`src/sv/pnfo_pkg.sv`:
```
// pnfo_pkg: shared widths, register index codes and unit control types
// for the flux observer core. no dependencies.
`default_nettype none

package pnfo_pkg;

   localparam int DataW    = 32;   // q8.24 data words
   localparam int CfgW     = 31;   // unsigned coefficient registers
   localparam int OpW      = 33;   // signed multiplier operand
   localparam int ProdW    = 64;   // kept product bits
   localparam int SumW     = 52;   // rounded product plus base, headroom for q20.12
   localparam int CsrIdxW  = 3;
   localparam int Q24Frac  = 24;
   localparam int Q12Frac  = 12;

   localparam logic signed [DataW-1:0] TangentGainRst = 32'sd16777216;
   localparam logic signed [DataW-1:0] Max32 = 32'sh7FFF_FFFF;
   localparam logic signed [DataW-1:0] Min32 = 32'sh8000_0000;

   typedef enum logic [CsrIdxW-1:0] {
      CSR_INDUCTANCE = 3'd0,
      CSR_RESISTANCE = 3'd1,
      CSR_PERIOD     = 3'd2,
      CSR_FLUX       = 3'd3,
      CSR_GAIN       = 3'd4,
      CSR_TANGENT    = 3'd5
   } csr_index_type;

   typedef struct packed {
      logic signed [OpW-1:0]  mul_a;
      logic signed [OpW-1:0]  mul_b;
      logic                   shift12;
      logic                   subtract;
      logic signed [SumW-1:0] base;
   } alu_ctl_type;

   typedef struct packed {
      logic signed [SumW-1:0]  sum;
      logic signed [DataW-1:0] clipped;
      logic                    clip;
   } alu_res_type;

endpackage

`default_nettype wire

```
`src/sv/pnfo_req_if.sv`:
```
// pnfo_req_if: sample channel into the flux observer core
// depends on nothing
`default_nettype none

interface pnfo_req_if;
   logic               valid;
   logic               ready;
   logic               mode;
   logic signed [31:0] volt_alpha;
   logic signed [31:0] volt_beta;
   logic signed [31:0] curr_alpha;
   logic signed [31:0] curr_beta;
   logic               speed_positive;

   modport source (output valid, mode, volt_alpha, volt_beta, curr_alpha, curr_beta,
                   speed_positive, input ready);
   modport sink (input valid, mode, volt_alpha, volt_beta, curr_alpha, curr_beta,
                 speed_positive, output ready);
endinterface

`default_nettype wire

```
`src/sv/pnfo_rsp_if.sv`:
```
// pnfo_rsp_if: rotor flux result channel out of the flux observer core
// depends on nothing
`default_nettype none

interface pnfo_rsp_if;
   logic               valid;
   logic               ready;
   logic signed [31:0] rotor_flux_alpha;
   logic signed [31:0] rotor_flux_beta;
   logic               saturated;

   modport source (output valid, rotor_flux_alpha, rotor_flux_beta, saturated,
                   input ready);
   modport sink (input valid, rotor_flux_alpha, rotor_flux_beta, saturated,
                 output ready);
endinterface

`default_nettype wire

```
`src/sv/pmsm_nonlinear_flux_observer_core.sv`:
```
// pmsm_nonlinear_flux_observer_core: nonlinear stator flux observer, top level
// depends on pnfo_pkg, pnfo_req_if, pnfo_rsp_if and pnfo_alu
//
//   channel   | direction | beat contents
//   ----------+-----------+--------------------------------------------------
//   req_bus   | in        | mode, volt/curr alpha and beta, speed_positive
//   rsp_bus   | out       | rotor_flux_alpha, rotor_flux_beta, saturated
//   csr_*     | in        | write enable, register index, 32 bit write data
//
// an observer beat runs fifteen micro-steps through the one shared multiplier,
// each as a multiply state then an accumulate state, between the accept and
// a hand-over state that waits for the output register to be free.
// a reinitialise beat goes straight to hand-over. the multiplier is the pacing unit.
// req_bus.ready is high only while the sequencer is idle; the result sits in
// its own output register, so a new beat may enter while it waits.
// synchronous reset clears the stator flux and the registers to defaults.
`default_nettype none

module pmsm_nonlinear_flux_observer_core (
   input  logic                             clock,
   input  logic                             reset,
   pnfo_req_if.sink                         req_bus,
   pnfo_rsp_if.source                       rsp_bus,
   input  logic                             csr_wr_en,
   input  logic [pnfo_pkg::CsrIdxW-1:0]     csr_index,
   input  logic [pnfo_pkg::DataW-1:0]       csr_wr_data
);
   import pnfo_pkg::*;

   typedef enum logic [1:0] {S_IDLE, S_MUL, S_ACC, S_DONE} state_type;

   // micro-step order of one observer update
   typedef enum logic [3:0] {
      ST_RA, ST_RB, ST_TA, ST_TB, ST_FF, ST_RRA, ST_RRB,
      ST_GA, ST_CA, ST_DA, ST_PSA, ST_GB, ST_CB, ST_DB, ST_PSB
   } step_type;

   state_type state_ff, state_in;
   step_type  step_ff, step_in;

   // configuration registers
   logic [CfgW-1:0]         ls_ff, rs_ff, ts_ff, flux_ff, gain_ff;
   logic signed [DataW-1:0] kt_ff;

   // observer state and per-beat working registers
   logic signed [DataW-1:0] psi_a_ff, psi_b_ff;
   logic signed [DataW-1:0] ra_ff, rb_ff, ta_ff, tb_ff, err_ff, g_ff, d_ff;
   logic signed [DataW-1:0] va_ff, vb_ff, ia_ff, ib_ff;
   logic signed [OpW-1:0]   ks_ff;
   logic signed [SumW-1:0]  acc_ff;
   logic                    flag_ff;

   // output register
   logic                    rsp_valid_ff;
   logic signed [DataW-1:0] rsp_ra_ff, rsp_rb_ff;
   logic                    rsp_sat_ff;

   alu_ctl_type             alu_ctl;
   alu_res_type             alu_res;
   logic                    req_fire;
   logic                    out_free;
   logic signed [OpW-1:0]   kt_wide;

   function automatic logic signed [OpW-1:0] from_cfg(input logic [CfgW-1:0] x);
      return $signed({2'b00, x});
   endfunction

   function automatic logic signed [OpW-1:0] from_dat(input logic signed [DataW-1:0] x);
      return $signed({x[DataW-1], x});
   endfunction

   function automatic logic signed [SumW-1:0] widen(input logic signed [DataW-1:0] x);
      return SumW'(x);
   endfunction

   assign req_bus.ready            = (state_ff == S_IDLE);
   assign req_fire                 = req_bus.valid && (state_ff == S_IDLE);
   assign out_free                 = !rsp_valid_ff || rsp_bus.ready;
   assign rsp_bus.valid            = rsp_valid_ff;
   assign rsp_bus.rotor_flux_alpha = rsp_ra_ff;
   assign rsp_bus.rotor_flux_beta  = rsp_rb_ff;
   assign rsp_bus.saturated        = rsp_sat_ff;
   assign kt_wide                  = from_dat(kt_ff);

   // operand and base selection for the current micro-step
   always_comb begin
      alu_ctl = '0;
      unique case (step_ff)
         ST_RA: begin   // psi_a - Ls*i_a
            alu_ctl.mul_a = from_cfg(ls_ff);   alu_ctl.mul_b = from_dat(ia_ff);
            alu_ctl.subtract = 1'b1;           alu_ctl.base = widen(psi_a_ff);
         end
         ST_RB: begin
            alu_ctl.mul_a = from_cfg(ls_ff);   alu_ctl.mul_b = from_dat(ib_ff);
            alu_ctl.subtract = 1'b1;           alu_ctl.base = widen(psi_b_ff);
         end
         ST_TA: begin   // tangential rotation, alpha
            alu_ctl.mul_a = ks_ff;             alu_ctl.mul_b = from_dat(rb_ff);
            alu_ctl.subtract = 1'b1;           alu_ctl.base = widen(ra_ff);
         end
         ST_TB: begin
            alu_ctl.mul_a = ks_ff;             alu_ctl.mul_b = from_dat(ra_ff);
            alu_ctl.base = widen(rb_ff);
         end
         ST_FF: begin   // magnitude error starts from F squared
            alu_ctl.mul_a = from_cfg(flux_ff); alu_ctl.mul_b = from_cfg(flux_ff);
         end
         ST_RRA: begin
            alu_ctl.mul_a = from_dat(ra_ff);   alu_ctl.mul_b = from_dat(ra_ff);
            alu_ctl.subtract = 1'b1;           alu_ctl.base = acc_ff;
         end
         ST_RRB: begin
            alu_ctl.mul_a = from_dat(rb_ff);   alu_ctl.mul_b = from_dat(rb_ff);
            alu_ctl.subtract = 1'b1;           alu_ctl.base = acc_ff;
         end
         ST_GA: begin   // gain is q20.12
            alu_ctl.mul_a = from_cfg(gain_ff); alu_ctl.mul_b = from_dat(ta_ff);
            alu_ctl.shift12 = 1'b1;
         end
         ST_CA: begin   // psi_a plus correction, held wide
            alu_ctl.mul_a = from_dat(g_ff);    alu_ctl.mul_b = from_dat(err_ff);
            alu_ctl.base = widen(psi_a_ff);
         end
         ST_DA: begin   // v_a - Rs*i_a
            alu_ctl.mul_a = from_cfg(rs_ff);   alu_ctl.mul_b = from_dat(ia_ff);
            alu_ctl.subtract = 1'b1;           alu_ctl.base = widen(va_ff);
         end
         ST_PSA: begin
            alu_ctl.mul_a = from_cfg(ts_ff);   alu_ctl.mul_b = from_dat(d_ff);
            alu_ctl.base = acc_ff;
         end
         ST_GB: begin
            alu_ctl.mul_a = from_cfg(gain_ff); alu_ctl.mul_b = from_dat(tb_ff);
            alu_ctl.shift12 = 1'b1;
         end
         ST_CB: begin
            alu_ctl.mul_a = from_dat(g_ff);    alu_ctl.mul_b = from_dat(err_ff);
            alu_ctl.base = widen(psi_b_ff);
         end
         ST_DB: begin
            alu_ctl.mul_a = from_cfg(rs_ff);   alu_ctl.mul_b = from_dat(ib_ff);
            alu_ctl.subtract = 1'b1;           alu_ctl.base = widen(vb_ff);
         end
         ST_PSB: begin
            alu_ctl.mul_a = from_cfg(ts_ff);   alu_ctl.mul_b = from_dat(d_ff);
            alu_ctl.base = acc_ff;
         end
         default: begin
            alu_ctl = '0;
         end
      endcase
   end

   pnfo_alu u_alu (
      .clock  (clock),
      .mul_en (state_ff == S_MUL),
      .ctl    (alu_ctl),
      .res    (alu_res)
   );

   // sequencer
   always_comb begin
      state_in = state_ff;
      step_in  = step_ff;
      unique case (state_ff)
         S_IDLE: begin
            if (req_fire) begin
               step_in  = ST_RA;
               state_in = req_bus.mode ? S_DONE : S_MUL;
            end
         end
         S_MUL: begin
            state_in = S_ACC;
         end
         S_ACC: begin
            if (step_ff == ST_PSB) begin
               state_in = S_DONE;
            end else begin
               step_in  = step_type'(step_ff + 4'd1);
               state_in = S_MUL;
            end
         end
         S_DONE: begin
            if (out_free) begin
               state_in = S_IDLE;
            end
         end
         default: begin
            state_in = S_IDLE;
         end
      endcase
   end

   always_ff @(posedge clock) begin
      if (reset) begin
         state_ff     <= S_IDLE;
         step_ff      <= ST_RA;
         rsp_valid_ff <= 1'b0;
         ls_ff        <= '0;
         rs_ff        <= '0;
         ts_ff        <= '0;
         flux_ff      <= '0;
         gain_ff      <= '0;
         kt_ff        <= TangentGainRst;
         psi_a_ff     <= '0;
         psi_b_ff     <= '0;
      end else begin
         state_ff <= state_in;
         step_ff  <= step_in;

         if (csr_wr_en) begin
            unique case (csr_index_type'(csr_index))
               CSR_INDUCTANCE: ls_ff   <= csr_wr_data[CfgW-1:0];
               CSR_RESISTANCE: rs_ff   <= csr_wr_data[CfgW-1:0];
               CSR_PERIOD:     ts_ff   <= csr_wr_data[CfgW-1:0];
               CSR_FLUX:       flux_ff <= csr_wr_data[CfgW-1:0];
               CSR_GAIN:       gain_ff <= csr_wr_data[CfgW-1:0];
               CSR_TANGENT:    kt_ff   <= $signed(csr_wr_data);
               default:        ;   // indexes past the list are dropped
            endcase
         end

         // output register: load on hand-over, clear when the beat is taken
         if (state_ff == S_DONE && out_free) begin
            rsp_valid_ff <= 1'b1;
            rsp_ra_ff    <= ra_ff;
            rsp_rb_ff    <= rb_ff;
            rsp_sat_ff   <= flag_ff;
         end else if (rsp_bus.ready) begin
            rsp_valid_ff <= 1'b0;
         end

         if (req_fire) begin
            va_ff   <= req_bus.volt_alpha;
            vb_ff   <= req_bus.volt_beta;
            ia_ff   <= req_bus.curr_alpha;
            ib_ff   <= req_bus.curr_beta;
            // sign of k follows the speed command, negation done 33 bits wide
            ks_ff   <= req_bus.speed_positive ? kt_wide : -kt_wide;
            flag_ff <= 1'b0;
            if (req_bus.mode) begin
               // reinitialise: flux back to (F, 0), result all zero
               psi_a_ff <= $signed({1'b0, flux_ff});
               psi_b_ff <= '0;
               ra_ff    <= '0;
               rb_ff    <= '0;
            end
         end

         // write-back of the micro-step result
         if (state_ff == S_ACC) begin
            unique case (step_ff)
               ST_RA:  begin ra_ff    <= alu_res.clipped; flag_ff <= flag_ff | alu_res.clip; end
               ST_RB:  begin rb_ff    <= alu_res.clipped; flag_ff <= flag_ff | alu_res.clip; end
               ST_TA:  begin ta_ff    <= alu_res.clipped; flag_ff <= flag_ff | alu_res.clip; end
               ST_TB:  begin tb_ff    <= alu_res.clipped; flag_ff <= flag_ff | alu_res.clip; end
               ST_FF:  acc_ff <= alu_res.sum;
               ST_RRA: acc_ff <= alu_res.sum;
               ST_RRB: begin err_ff   <= alu_res.clipped; flag_ff <= flag_ff | alu_res.clip; end
               ST_GA:  begin g_ff     <= alu_res.clipped; flag_ff <= flag_ff | alu_res.clip; end
               ST_CA:  acc_ff <= alu_res.sum;
               ST_DA:  begin d_ff     <= alu_res.clipped; flag_ff <= flag_ff | alu_res.clip; end
               ST_PSA: begin psi_a_ff <= alu_res.clipped; flag_ff <= flag_ff | alu_res.clip; end
               ST_GB:  begin g_ff     <= alu_res.clipped; flag_ff <= flag_ff | alu_res.clip; end
               ST_CB:  acc_ff <= alu_res.sum;
               ST_DB:  begin d_ff     <= alu_res.clipped; flag_ff <= flag_ff | alu_res.clip; end
               ST_PSB: begin psi_b_ff <= alu_res.clipped; flag_ff <= flag_ff | alu_res.clip; end
               default: ;
            endcase
         end
      end
   end

endmodule

`default_nettype wire

```
`src/sv/pnfo_alu.sv`:
```
// pnfo_alu: shared multiply, round, add and saturate unit
// depends on pnfo_pkg
`default_nettype none

module pnfo_alu (
   input  logic                  clock,
   input  logic                  mul_en,
   input  pnfo_pkg::alu_ctl_type ctl,
   output pnfo_pkg::alu_res_type res
);
   import pnfo_pkg::*;

   localparam logic signed [ProdW-1:0] Half24 = ProdW'(1) <<< (Q24Frac - 1);
   localparam logic signed [ProdW-1:0] Half12 = ProdW'(1) <<< (Q12Frac - 1);

   logic signed [OpW-1:0]   op_a;
   logic signed [OpW-1:0]   op_b;
   logic signed [2*OpW-1:0] full_prod;
   logic signed [ProdW-1:0] prod_ff;
   logic signed [ProdW-1:0] prod_in;
   logic signed [ProdW-1:0] rnd24;
   logic signed [ProdW-1:0] rnd12;
   logic signed [SumW-1:0]  rounded;
   logic signed [SumW-1:0]  sum;
   logic                    clip_hi;
   logic                    clip_lo;

   always_comb begin
      op_a      = ctl.mul_a;
      op_b      = ctl.mul_b;
      full_prod = op_a * op_b;
      // product magnitude stays within 2^62, the low 64 bits hold it exactly
      prod_in   = mul_en ? $signed(full_prod[ProdW-1:0]) : prod_ff;
   end

   always_ff @(posedge clock) begin
      prod_ff <= prod_in;
   end

   always_comb begin
      // round half up, then floor
      rnd24   = (prod_ff + Half24) >>> Q24Frac;
      rnd12   = (prod_ff + Half12) >>> Q12Frac;
      rounded = ctl.shift12 ? SumW'(rnd12) : SumW'(rnd24);
      sum     = ctl.subtract ? ctl.base - rounded : ctl.base + rounded;
      clip_hi = !sum[SumW-1] && (|sum[SumW-2:DataW-1]);
      clip_lo = sum[SumW-1] && !(&sum[SumW-2:DataW-1]);
      res.sum = sum;
      res.clip = clip_hi || clip_lo;
      if (clip_hi) begin
         res.clipped = Max32;
      end else if (clip_lo) begin
         res.clipped = Min32;
      end else begin
         res.clipped = sum[DataW-1:0];
      end
   end

endmodule

`default_nettype wire

```
`src/flat_wrapper.sv`:
```
// flat-port wrapper written by rule: the top's interface ports become plain ports
module pmsm_nonlinear_flux_observer_core_flat import pnfo_pkg::*;
  (clock, reset, csr_wr_en, csr_index, csr_wr_data, req_bus_valid, req_bus_mode, req_bus_volt_alpha, req_bus_volt_beta, req_bus_curr_alpha, req_bus_curr_beta, req_bus_speed_positive, req_bus_ready, rsp_bus_valid, rsp_bus_rotor_flux_alpha, rsp_bus_rotor_flux_beta, rsp_bus_saturated, rsp_bus_ready);
  pnfo_req_if req_bus_i ();
  pnfo_rsp_if rsp_bus_i ();
  input  logic clock;
  input  logic reset;
  input  logic csr_wr_en;
  input  logic [pnfo_pkg::CsrIdxW-1:0] csr_index;
  input  logic [pnfo_pkg::DataW-1:0] csr_wr_data;
  input wire logic [$bits(req_bus_i.valid)-1:0] req_bus_valid;
  input wire logic [$bits(req_bus_i.mode)-1:0] req_bus_mode;
  input wire logic [$bits(req_bus_i.volt_alpha)-1:0] req_bus_volt_alpha;
  input wire logic [$bits(req_bus_i.volt_beta)-1:0] req_bus_volt_beta;
  input wire logic [$bits(req_bus_i.curr_alpha)-1:0] req_bus_curr_alpha;
  input wire logic [$bits(req_bus_i.curr_beta)-1:0] req_bus_curr_beta;
  input wire logic [$bits(req_bus_i.speed_positive)-1:0] req_bus_speed_positive;
  output wire logic [$bits(req_bus_i.ready)-1:0] req_bus_ready;
  output wire logic [$bits(rsp_bus_i.valid)-1:0] rsp_bus_valid;
  output wire logic [$bits(rsp_bus_i.rotor_flux_alpha)-1:0] rsp_bus_rotor_flux_alpha;
  output wire logic [$bits(rsp_bus_i.rotor_flux_beta)-1:0] rsp_bus_rotor_flux_beta;
  output wire logic [$bits(rsp_bus_i.saturated)-1:0] rsp_bus_saturated;
  input wire logic [$bits(rsp_bus_i.ready)-1:0] rsp_bus_ready;
  assign req_bus_i.valid = req_bus_valid;
  assign req_bus_i.mode = req_bus_mode;
  assign req_bus_i.volt_alpha = req_bus_volt_alpha;
  assign req_bus_i.volt_beta = req_bus_volt_beta;
  assign req_bus_i.curr_alpha = req_bus_curr_alpha;
  assign req_bus_i.curr_beta = req_bus_curr_beta;
  assign req_bus_i.speed_positive = req_bus_speed_positive;
  assign req_bus_ready = req_bus_i.ready;
  assign rsp_bus_valid = rsp_bus_i.valid;
  assign rsp_bus_rotor_flux_alpha = rsp_bus_i.rotor_flux_alpha;
  assign rsp_bus_rotor_flux_beta = rsp_bus_i.rotor_flux_beta;
  assign rsp_bus_saturated = rsp_bus_i.saturated;
  assign rsp_bus_i.ready = rsp_bus_ready;
  pmsm_nonlinear_flux_observer_core u_core (.clock(clock), .reset(reset), .req_bus(req_bus_i), .rsp_bus(rsp_bus_i), .csr_wr_en(csr_wr_en), .csr_index(csr_index), .csr_wr_data(csr_wr_data));
endmodule
```
`config.mk`:
```
export PLATFORM = sky130hd
export DESIGN_NAME = pmsm_nonlinear_flux_observer_core_flat
export DESIGN_NICKNAME = d
export VERILOG_FILES = /design/src/sv/pnfo_pkg.sv /design/src/sv/pnfo_req_if.sv /design/src/sv/pnfo_rsp_if.sv /design/src/sv/pmsm_nonlinear_flux_observer_core.sv /design/src/sv/pnfo_alu.sv /design/src/flat_wrapper.sv
export SDC_FILE = /design/constraint.sdc
export NUM_CORES = 2
export LEC_CHECK = 0
export ABC_AREA = 1
export BUFFER_PORTS_ARGS = -buffer_cell sky130_fd_sc_hd__buf_2
export CELL_PAD_IN_SITES_DETAIL_PLACEMENT = 1
export CELL_PAD_IN_SITES_GLOBAL_PLACEMENT = 2
export CORE_MARGIN = 8
export CORE_UTILIZATION = 30
export DETAILED_ROUTE_END_ITERATION = 12
export GPL_TIMING_DRIVEN = 0
export PLACE_DENSITY_LB_ADDON = 0.1
export SLEW_MARGIN = 30
export SYNTH_ARGS = -nofsm -noshare
export SYNTH_HDL_FRONTEND = slang
export SYNTH_SLANG_ARGS = --single-unit
```
`constraint.sdc`:
```
create_clock -name clock -period 11.5 [get_ports clock]
set_input_delay 2.3 -clock clock [delete_from_list [all_inputs] [get_ports clock]]
set_output_delay 2.3 -clock clock [all_outputs]
set_load 0.03 [all_outputs]
```
==> out/results.txt <==
FP Rows -> 190
Pins Over Slew Limit -> 0
post-synthesis average cell area -> 8.31 um^2
# nets final -> 11,700
total CTS buffers -> 96
fin cells -> 13,800
Worst path max stage delay -> 0.76 ns
Placed Instances -> 13,600
Synth Register Bits -> 814
Post-Synthesis Cells -> 9,709
initial antenna violation count -> 25
worst-skew pair later-pin latency -> 0.79 ns
Worst Hold Class -> register to register
top cells by area, synth -> fa_1, edfxtp_1, nand2_1, inv_1, dfxtp_1
post-route cell area -> 91,600 um^2
Post-synth top flop -> edfxtp_1
area delta synth->final -> 13.6%
Die X -> 535 um
DP Area -> 87,700 um^2
post-cts hold buffer count -> 0
WL/cell -> 30.4 um
GRT Residual Overflow -> 0
Syn. warnings -> 0
Setup CP Type -> register to register
most frequent cell after synthesis -> nand2_1
# IOs -> 237
clk_skew -> 0.0990 ns
Worst Tran Pin Value -> 1.11 ns
share of post-route cells with drive strength above 1 -> 8.42%
sequential-to-total area share from yosys stat -> 27.1%
vias in the first global route -> 75,500
GP Congestion -> 0.944
DR vias/cell -> 5.11
area leader, netlist -> fa_1
mapped cell area -> 80,700 um^2
core area -> 268,000 um^2
final wirelength -> 419,000 um
Initial Utilization -> 30.1%
maxcap violations -> 0
Die ar. -> 286,000 um^2
endpoints failing hold -> 0
f_max -> 87.8 MHz
slowest CP cell -> a2111oi_0
Initial DRC Count -> 5,310
Setup-failing EPs final -> 0
Post-synth EDFFs -> 556
CTS clk-pin slew, worst paths -> 0.06 ns
arrival time worst endpoint -> 11.84 ns
critical path's most frequent cell -> fa_1
residual DRC count -> 0
Relative slew margins -> 26.1%
IO buf count -> 234
Post-DRT Antenna Nets -> 0
global-route wire length before repair -> 580,000 um
Vias -> 70,500
Worst Path Max Fanout -> 10
HPWL reported at the end of detailed placement -> 353,000 um
Req. time, crit path -> 11.94 ns
final worst-path cycle share -> 99.1%
nature of the critical path startpoint -> register
Synth cell types -> 59
CTS Root Buffer Type -> clkbuf_16
crit end category -> register
outcome -> complete, no violations
Clock H-tree levels -> 3
top cell type's share of synthesized area -> 27.9%
CTS Buffer Depth -> 3
fin crit period -> 11.40 ns
Pre-antenna DRT Iters -> 6
pin count of the biggest net entering global routing -> 38
syn nets -> 11,300
RSZ-0062 raised after global routing -> true
fraction of registers with async set/reset -> 0%
GR Util All Layers -> 28.7%
Die H -> 535 um
synth cell count leaders -> nand2_1, inv_1, fa_1
clk sinks -> 814
CTS tree -> done
-- area by class of cell --
type                       count  area (um^2)
clock inverter                55          826
antenna                       12         30.0
inverter                    2063         7770
tap                         3552         4440
buffer                       405         1890
fill                       32000       176000
timing repair buffer         341         2440
clock buffer                 126         2610
sequential                   814        21900
multi-input combinational   6422        49800
-- registers in the layout, summed over array words and instances, names as in the netlist, 32 cells and up --
| signal | cells |
|---|---|
| u_core.acc_ff | 52 |
| u_core.d_ff | 32 |
| u_core.err_ff | 32 |
| u_core.g_ff | 32 |
| u_core.ia_ff | 32 |
| u_core.ib_ff | 32 |
| u_core.ks_ff | 33 |
| u_core.kt_ff | 32 |
| u_core.psi_a_ff | 32 |
| u_core.psi_b_ff | 32 |
| u_core.ra_ff | 32 |
| u_core.rb_ff | 32 |
| u_core.rsp_bus.rotor_flux_alpha | 32 |
| u_core.rsp_bus.rotor_flux_beta | 32 |
| u_core.ta_ff | 32 |
| u_core.tb_ff | 32 |
| u_core.u_alu.prod_ff | 53 |
| u_core.va_ff | 32 |
| u_core.vb_ff | 32 |
-- cells by family after synthesis --
family	Yosys count	share of synthesized area, %
simple gates	3740	18.9
fa+ha+maj	1392	32.1
compound gates	1089	8.12
xor+xnor	201	2.18
buf+inv	2473	11.7
flops	814	27.1
-- stage by stage --
stage	TNS (ns)	worst slack, ns	hold slack [ns]	util [%]
2_1_floorplan	0	1.48	0.425	-
4_1_cts	0	0.0117	0.455	34.1
5_1_grt	-0.0220	-0.0152	0.473	34.2
3_3_place_gp	-547.26	-3.84	0.440	32.2
6_report	0	0.105	0.453	34.2
3_5_place_dp	-48.30	-1.73	0.447	32.8
-- final timing paths --
kind                                         from                        to  slack (ns)  depth (start not counted)
worst max-delay path            u_core.step_ff[1]  u_core.u_alu.prod_ff[49]        0.10                         32
worst min-delay path             u_core.rs_ff[22]          u_core.rs_ff[22]        0.45                          2
worst max register to register  u_core.step_ff[1]  u_core.u_alu.prod_ff[49]        0.10                         32
worst min register to register   u_core.rs_ff[22]          u_core.rs_ff[22]        0.45                          2
-- layout by cell type, fill, tap and decap left out, types with 96 or more instances in the layout --
cell type,instances
nand3_1,364
nand2_1,2259
inv_1,2042
xor2_1,147
a22oi_1,97
a21oi_1,305
o21ai_0,368
clkbuf_1,239
clkbuf_16,96
edfxtp_1,556
nor2_1,817
fa_1,1122
dfxtp_1,258
buf_2,279
ha_1,266
clkbuf_2,117
-- per-layer routing --
layer / GRT usage [%] / wire, um / vias up
met3: 3.14 / 19400 / 663
met4: 14.0 / 25400 / 4
met5: 0 / 27 / -
li1: - / - / 30800
met2: 48.4 / 198000 / 2281
met1: 36.7 / 176000 / 36700
-- worst max-delay path: cells and delay by family, from the launching register on --
family	cells	cell delay, ns
AO/OA/AOI/OAI	7	2.21
XOR/XNOR	1	0.18
adder cells (fa/ha/maj)	10	4.69
buffers and inverters	8	1.96
flip-flops	1	0.41
AND/OR/NAND/NOR	6	1.63
-- repair_timing --
item / CTS / global route
setup endpoints to repair: 47 / 30
buffers inserted: 8 / 12
pin swaps: 0 / 4
resized for setup: 88 / 75
gates cloned: 0 / 0
Power is not shown: default switching activity piles up to over one toggle a cycle in this logic, so the estimate is an artifact.
